$ cat src/hw/rtl/backlight_sleep_controller_unit_assert.svh
// Assertion macros for the backlight sleep controller.
`ifndef BACKLIGHT_SLEEP_CONTROLLER_UNIT_ASSERT_SVH
`define BACKLIGHT_SLEEP_CONTROLLER_UNIT_ASSERT_SVH

`ifndef SYNTH
`define BLSC_ASSERT(label, clk, rst_n, prop) \
  label: assert property (@(posedge clk) disable iff (!rst_n) prop) \
    else $error("blsc assertion failed");
`define BLSC_ASSERT_ALWAYS(label, clk, prop) \
  label: assert property (@(posedge clk) prop) \
    else $error("blsc assertion failed");
`else
`define BLSC_ASSERT(label, clk, rst_n, prop)
`define BLSC_ASSERT_ALWAYS(label, clk, prop)
`endif

`endif

$ cat src/hw/rtl/blsc_pkg.sv
// Types, constants and the brightness table of the backlight sleep controller.
package blsc_pkg;

  typedef enum logic [1:0] {
    FUNC_TICK     = 2'd0,
    FUNC_ACTIVITY = 2'd1,
    FUNC_HINT     = 2'd2,
    FUNC_POWER    = 2'd3
  } func_e;

  localparam logic [23:0] TimeoutReset  = 24'd30000;
  localparam logic [11:0] HintWindowMs  = 12'd2000;
  localparam logic [23:0] DimSpanMs     = 24'd2000;
  localparam logic [15:0] PressLimitMs  = 16'd1000;
  localparam logic [3:0]  FallbackLevel = 4'd7;
  localparam logic [3:0]  MaxLevel      = 4'd10;
  localparam logic [7:0]  DimFull       = 8'd255;
  localparam logic [12:0] Recip25       = 13'd5243;

  function automatic logic [7:0] level_raw(input logic [3:0] lvl);
    logic [7:0] raw;
    case (lvl)
      4'd0:    raw = 8'd1;
      4'd1:    raw = 8'd8;
      4'd2:    raw = 8'd16;
      4'd3:    raw = 8'd32;
      4'd4:    raw = 8'd48;
      4'd5:    raw = 8'd72;
      4'd6:    raw = 8'd96;
      4'd7:    raw = 8'd128;
      4'd8:    raw = 8'd160;
      4'd9:    raw = 8'd192;
      default: raw = 8'd255;
    endcase
    return raw;
  endfunction

endpackage

$ cat src/hw/rtl/backlight_sleep_controller_unit.sv
// Backlight sleep controller: screen on/off/hint state, idle timing and dim ramp.
//
// Input channel: in_valid_i with func_i, tick_ms_i, key_released_i, hold_ms_i
// and system_level_i; a beat is taken when in_valid_i is high and in_stall_o low.
// Output channel: out_valid_o with is_off_o, hint_shown_o, write_valid_o,
// kick_first_o, raw_brightness_o and dim_alpha_o; the receiver holds a beat by
// raising out_stall_i, and the beat stays unchanged until it is taken.
// Each input beat gives exactly one output beat, in order.
// A beat passes the input register first, then the result register.
// Throughput is one beat per cycle while the receiver does not stall; the state
// update and the dim ramp are one pass of logic between the two registers.
// in_stall_o rises only when both registers hold beats and out_stall_i is high.
// The timeout register is written through cfg_valid_i / cfg_ready_o with
// timeout_ms_i; cfg_ready_o is always high. Write it only while idle.
// Reset: screen on, hint off, counters cleared, saved level 7, timeout 30000 ms,
// both registers empty.
module backlight_sleep_controller_unit
  import blsc_pkg::*;
(
  input  logic        clk_i,
  input  logic        rst_ni,
  input  logic        cfg_valid_i,
  output logic        cfg_ready_o,
  input  logic [23:0] timeout_ms_i,
  input  logic        in_valid_i,
  output logic        in_stall_o,
  input  logic [1:0]  func_i,
  input  logic [15:0] tick_ms_i,
  input  logic        key_released_i,
  input  logic [15:0] hold_ms_i,
  input  logic [3:0]  system_level_i,
  output logic        out_valid_o,
  input  logic        out_stall_i,
  output logic        is_off_o,
  output logic        hint_shown_o,
  output logic        write_valid_o,
  output logic        kick_first_o,
  output logic [7:0]  raw_brightness_o,
  output logic [7:0]  dim_alpha_o
);

  `include "backlight_sleep_controller_unit_assert.svh"

  function automatic logic [3:0] system_level_i_q_fix(input logic [3:0] lvl);
    return (lvl <= MaxLevel) ? lvl : FallbackLevel;
  endfunction

  logic [23:0] timeout_q;
  logic        off_q, off_d;
  logic        hint_q, hint_d;
  logic [23:0] idle_q, idle_d;
  logic [11:0] hcnt_q, hcnt_d;
  logic [3:0]  saved_q, saved_d;

  logic        iv_q;
  func_e       func_q;
  logic [15:0] elapsed_q;
  logic        released_q;
  logic [15:0] hold_q;
  logic [3:0]  level_q;

  logic        ov_q;
  logic        is_off_q, hint_shown_q, wr_valid_q, kick_q;
  logic [7:0]  raw_q, dim_q;

  logic        wr_valid_d, kick_d;
  logic [7:0]  raw_d, dim_d;
  logic        out_load, move, in_load;

  logic [24:0] idle_sum;
  logic [23:0] idle_sat;
  logic [16:0] hint_sum;
  logic [11:0] hint_sat;
  logic [3:0]  level_fix;
  logic        short_press;

  logic [23:0] ramp_base, dim_past;
  logic [16:0] dim_x51;
  logic [12:0] dim_y;
  logic [25:0] dim_prod;

  assign cfg_ready_o = 1'b1;

  assign out_load   = !ov_q || !out_stall_i;
  assign move       = iv_q && out_load;
  assign in_load    = !iv_q || move;
  assign in_stall_o = !in_load;

  assign idle_sum    = {1'b0, idle_q} + {9'd0, elapsed_q};
  assign idle_sat    = idle_sum[24] ? '1 : idle_sum[23:0];
  assign hint_sum    = {5'd0, hcnt_q} + {1'b0, elapsed_q};
  assign hint_sat    = (|hint_sum[16:12]) ? '1 : hint_sum[11:0];
  assign level_fix   = (system_level_i_q_fix(level_q));
  assign short_press = released_q && (hold_q < PressLimitMs);

  always_comb begin
    off_d      = off_q;
    hint_d     = hint_q;
    idle_d     = idle_q;
    hcnt_d     = hcnt_q;
    saved_d    = saved_q;
    wr_valid_d = 1'b0;
    kick_d     = 1'b0;
    raw_d      = 8'd0;
    case (func_q)
      FUNC_TICK: begin
        if (!off_q) begin
          idle_d = idle_sat;
          if ((timeout_q != 24'd0) && (idle_sat >= timeout_q)) begin
            saved_d    = level_fix;
            wr_valid_d = 1'b1;
            off_d      = 1'b1;
            hint_d     = 1'b0;
            hcnt_d     = 12'd0;
          end
        end else if (hint_q) begin
          hcnt_d = hint_sat;
          if (hint_sat >= HintWindowMs) begin
            hint_d     = 1'b0;
            hcnt_d     = 12'd0;
            wr_valid_d = 1'b1;
          end
        end
      end
      FUNC_ACTIVITY: begin
        idle_d = 24'd0;
        if (off_q) begin
          wr_valid_d = 1'b1;
          kick_d     = 1'b1;
          raw_d      = level_raw(saved_q);
          off_d      = 1'b0;
          hint_d     = 1'b0;
          hcnt_d     = 12'd0;
        end
      end
      FUNC_HINT: begin
        if (off_q) begin
          wr_valid_d = 1'b1;
          kick_d     = 1'b1;
          raw_d      = level_raw(saved_q);
          hint_d     = 1'b1;
          hcnt_d     = 12'd0;
        end
      end
      default: begin
        if (short_press) begin
          if (off_q) begin
            wr_valid_d = 1'b1;
            kick_d     = 1'b1;
            raw_d      = level_raw(saved_q);
            off_d      = 1'b0;
            hint_d     = 1'b0;
            hcnt_d     = 12'd0;
            idle_d     = 24'd0;
          end else begin
            saved_d    = level_fix;
            wr_valid_d = 1'b1;
            off_d      = 1'b1;
            hint_d     = 1'b0;
            hcnt_d     = 12'd0;
          end
        end
      end
    endcase
  end

  // dim ramp: 255 * past / 2000 = ((51 * past) >> 4) / 25
  assign ramp_base = timeout_q - DimSpanMs;
  assign dim_past  = idle_d - ramp_base;
  assign dim_x51   = {6'd0, dim_past[10:0]} * 17'd51;
  assign dim_y     = dim_x51[16:4];
  assign dim_prod  = {13'd0, dim_y} * {13'd0, Recip25};

  always_comb begin
    if (off_d || (timeout_q <= DimSpanMs) || (idle_d < ramp_base)) begin
      dim_d = 8'd0;
    end else if (dim_past >= DimSpanMs) begin
      dim_d = DimFull;
    end else begin
      dim_d = dim_prod[24:17];
    end
  end

  always_ff @(posedge clk_i or negedge rst_ni) begin
    if (!rst_ni) begin
      timeout_q <= TimeoutReset;
    end else if (cfg_valid_i && cfg_ready_o) begin
      timeout_q <= timeout_ms_i;
    end
  end

  always_ff @(posedge clk_i or negedge rst_ni) begin
    if (!rst_ni) begin
      off_q   <= 1'b0;
      hint_q  <= 1'b0;
      idle_q  <= 24'd0;
      hcnt_q  <= 12'd0;
      saved_q <= FallbackLevel;
    end else if (move) begin
      off_q   <= off_d;
      hint_q  <= hint_d;
      idle_q  <= idle_d;
      hcnt_q  <= hcnt_d;
      saved_q <= saved_d;
    end
  end

  always_ff @(posedge clk_i or negedge rst_ni) begin
    if (!rst_ni) begin
      iv_q <= 1'b0;
    end else if (in_load) begin
      iv_q <= in_valid_i;
    end
  end

  always_ff @(posedge clk_i) begin
    if (in_load && in_valid_i) begin
      func_q     <= func_e'(func_i);
      elapsed_q  <= tick_ms_i;
      released_q <= key_released_i;
      hold_q     <= hold_ms_i;
      level_q    <= system_level_i;
    end
  end

  always_ff @(posedge clk_i or negedge rst_ni) begin
    if (!rst_ni) begin
      ov_q <= 1'b0;
    end else if (out_load) begin
      ov_q <= iv_q;
    end
  end

  always_ff @(posedge clk_i) begin
    if (move) begin
      is_off_q     <= off_d;
      hint_shown_q <= hint_d;
      wr_valid_q   <= wr_valid_d;
      kick_q       <= kick_d;
      raw_q        <= raw_d;
      dim_q        <= dim_d;
    end
  end

  assign out_valid_o      = ov_q;
  assign is_off_o         = is_off_q;
  assign hint_shown_o     = hint_shown_q;
  assign write_valid_o    = wr_valid_q;
  assign kick_first_o     = kick_q;
  assign raw_brightness_o = raw_q;
  assign dim_alpha_o      = dim_q;

  `BLSC_ASSERT(a_no_write_clean, clk_i, rst_ni,
    out_valid_o && !write_valid_o |-> !kick_first_o && (raw_brightness_o == 8'd0))
  `BLSC_ASSERT(a_hint_only_off, clk_i, rst_ni,
    out_valid_o && hint_shown_o |-> is_off_o)
  `BLSC_ASSERT(a_wake_lit, clk_i, rst_ni,
    out_valid_o && kick_first_o |-> write_valid_o && (raw_brightness_o != 8'd0))
  `BLSC_ASSERT(a_dim_only_on, clk_i, rst_ni,
    out_valid_o && (dim_alpha_o != 8'd0) |-> !is_off_o)
  `BLSC_ASSERT_ALWAYS(a_saved_range, clk_i, saved_q <= MaxLevel)

endmodule

$ cat config.mk
export PLATFORM = sky130hd
export DESIGN_NAME = backlight_sleep_controller_unit
export DESIGN_NICKNAME = d
export VERILOG_FILES = /design/src/hw/rtl/blsc_pkg.sv /design/src/hw/rtl/backlight_sleep_controller_unit.sv
export VERILOG_INCLUDE_DIRS = /design/src /design/src/hw/rtl
export SDC_FILE = /design/constraint.sdc
export NUM_CORES = 1
export LEC_CHECK = 0
export BUFFER_PORTS_ARGS = -buffer_cell sky130_fd_sc_hd__buf_2
export CAP_MARGIN = 30
export CELL_PAD_IN_SITES_DETAIL_PLACEMENT = 2
export CELL_PAD_IN_SITES_GLOBAL_PLACEMENT = 2
export CORE_MARGIN = 2
export CORE_UTILIZATION = 40
export DETAILED_ROUTE_END_ITERATION = 8
export GPL_TIMING_DRIVEN = 0
export HOLD_SLACK_MARGIN = 0.12
export PLACE_DENSITY = 0.8
export SYNTH_ARGS = -nofsm -noshare
export SYNTH_HDL_FRONTEND = slang
export SYNTH_SLANG_ARGS = --single-unit
$ cat constraint.sdc
create_clock -name clk_i -period 16.55 [get_ports clk_i]
set_clock_uncertainty 0.15 [all_clocks]
set_input_delay 3.31 -clock clk_i [delete_from_list [all_inputs] [get_ports clk_i]]
set_output_delay 3.31 -clock clk_i [all_outputs]
set_load 0.01 [all_outputs]
==> metrics <==
Resize count post-CTS 0; first-pass GRT wire length 71.99 mm; clk buf depth 2; htree depth 4; RSZ-0062 raised after global routing false; synth warn 0; final setup violation count 0; status completed; global route total overflow 0; Max-slew headroom 0.3127; CTS Root Cell clkbuf_16; Post-synth top flop dfrtp_1; Seq/Total Area, Yosys 0.2528; clk sinks 123; clk_lat worst skew 0.44 ns; Die Footprint 34750 um2; Setup TNS 0 ns; Initial Util 0.4081; final antenna-violating net count 0; syn_area_per_cell 9.099 um2; post-synthesis instance total 1463; EDFF count, synth 55; core area 32620 um2; share of cells above drive strength 1 0.1043; Synth cell types 90; Post-Place Cells 1992; Worst Path Arrival 15.13 ns; I/O pin cnt 91; max-cap check violation count 0; vias in the first global route 12990; IO Port Bufs 85; gpl congestion 0.8491; crit end category register; via count 11180; worst setup margin 1.469 ns; footprint of the multi-input gates 8949 um2; clock transition at the registers of the reported paths 0.06 ns; CTS tree built; Vias/cell 5.519; area delta synth->final 12.61%; commonest non-fill, non-tap cells in the layout ha_1 (220), inv_1 (218), nand2_1 (124); initial antenna violation count 1; worst r2r src elapsed_q[0]; slowest stage delay, CP 0.55 ns; CP max FO 10; Die W 186.4 um; Crit Path Class register to register; drt wl/cell 22.14 um; Hold WC Path Type register to register; initial drt markers 410; largest net degree at the start of global routing 38; Worst Tran Pin Value 1.024 ns; hold buffers post-CTS 0; row count 66; FF+latch area 3366 um2; DR pass1 iterations 4; register bit total from synthesis 123; Hold EP hcnt_q[11]; Pins Over Slew Limit 0; Filler cells 3548; Reg2Reg Capture Point dim_alpha_o[7]; Crit-path slowest cell a2111oi_0; final WL 44.84 mm; Worst Hold Depth 1; final hold violation count 0; Finished Layout Cells 2025; most common cell after layout, fill and taps aside ha_1; crit share post-route 0.9113; CP Launch Type register; total clock buffers created by CTS 17; post-synthesis async set-or-reset flop share 0.5528; Residual DRC 0; syn nets 1818; Worst Path Required 16.60 ns; GRT Overall Usage 0.2632; worst r2r path cells 53; Setup Buffers After CTS 0; dpl ws 1.770 ns; dpl hpwl 37.04 mm; Die Ht 186.4 um; Peak Freq 66.31 MHz; synthesized area 13310 um2; CP startpoint elapsed_q[0]; Min Clock Period, post-route 15.08 ns; reg-to-reg setup timing slack 1.47 ns; final layout net count 1924; hold_sp hcnt_q[11]
-- registers in the layout (all words and copies together), names as in the netlist --
register,cells
idle_q,24
timeout_q,24
elapsed_q,16
hold_q,13
hcnt_q,12
dim_alpha_o,8
raw_brightness_o,7
level_q,4
saved_q,4
func_q,2
hint_q,1
hint_shown_o,1
is_off_o,1
iv_q,1
kick_first_o,1
off_q,1
out_valid_o,1
released_q,1
write_valid_o,1
-- synthesized netlist by cell type (9+ instances only) --
library cell  count  area [um2]
nor2_1           79       296.5
xor2_1           23       201.4
clkbuf_1         19       71.32
and2_1           11       68.82
nor2b_1          11       68.82
a211oi_1         10       75.07
a31oi_1          14       87.58
o21a_1           21       157.7
ha_1            220        2753
inv_1           218       818.3
nor3_1           15       75.07
a22o_1            9       78.83
nand3_1          26       130.1
nor4_1            9       56.30
a21o_1           26       195.2
nand2b_1         13       81.33
o21ai_1          37       185.2
edfxtp_1         55        1652
fa_1             67        1341
dfstp_2          10       262.8
nand2_1         124       465.5
nand4_1          10       62.56
dfrtp_1          58        1451
o21ai_0          68       340.3
a221oi_1          9       78.83
a21oi_1          91       455.4
xnor2_1          56       490.5
o31ai_1          18       135.1
-- critical path: cells and delay by family (launching register included) --
family                   cells  cell delay (ns)
AO/OA/AOI/OAI               20             5.15
XOR/XNOR                     4             1.09
adder cells (fa/ha/maj)     13             5.15
buffers and inverters        9             1.05
flip-flops                   1             0.40
AND/OR/NAND/NOR              7             1.81
-- worst max path at each step --
stage               slack (ns)  cells after the start              to
floorplan                 4.32                     53  dim_alpha_o[7]
global placement          2.37                     53  dim_alpha_o[7]
detailed placement        1.77                     53  dim_alpha_o[7]
CTS                       1.54                     53  dim_alpha_o[7]
global route              0.51                     53  dim_alpha_o[7]
finish                    1.47                     53  dim_alpha_o[7]
-- per-layer routing --
layer,wire length (um),global-route usage,vias to the layer above
met3,1123,0.02953,75
met4,1388,0.09846,0
met2,23130,0.4788,181
met1,19200,0.3191,5616
met5,0,0,-
li1,-,-,5303
-- cells by family (layout without fill, tap and decap cells) --
group	count (synthesis)	in the layout	synth area share
compound gates	371	371	0.1812
simple gates	342	342	0.1244
fa+ha+maj	287	287	0.3075
buf+inv	253	372	0.07491
flops	123	123	0.2528
xor+xnor	80	80	0.05320
mux	6	6	0.005639
other cells	1	2	0.0002817
-- final cells by class --
type,count,share of cell area
antenna,1,0.0001669
clock inverter,14,0.01461
timing repair buffer,87,0.03172
clock buffer,18,0.02863
tap,442,0.03689
multi-input combinational,1087,0.5969
inverter,218,0.05459
buffer,35,0.01194
sequential,123,0.2245
-- through the flow --
stage | instance area [um2] | util | hold WS, ns
after floorplan | 13310 | - | 0.2998
after global placement | 14290 | 0.4381 | 0.3168
after detailed placement | 14340 | 0.4396 | 0.3369
after CTS | 14990 | 0.4595 | 0.3568
after global routing | 14990 | 0.4595 | 0.3900
final | 14990 | 0.4596 | 0.3495
Power is left out: the tool's default activity adds up to more than one toggle a clock period on the data nets, which glitch-free logic cannot reach.
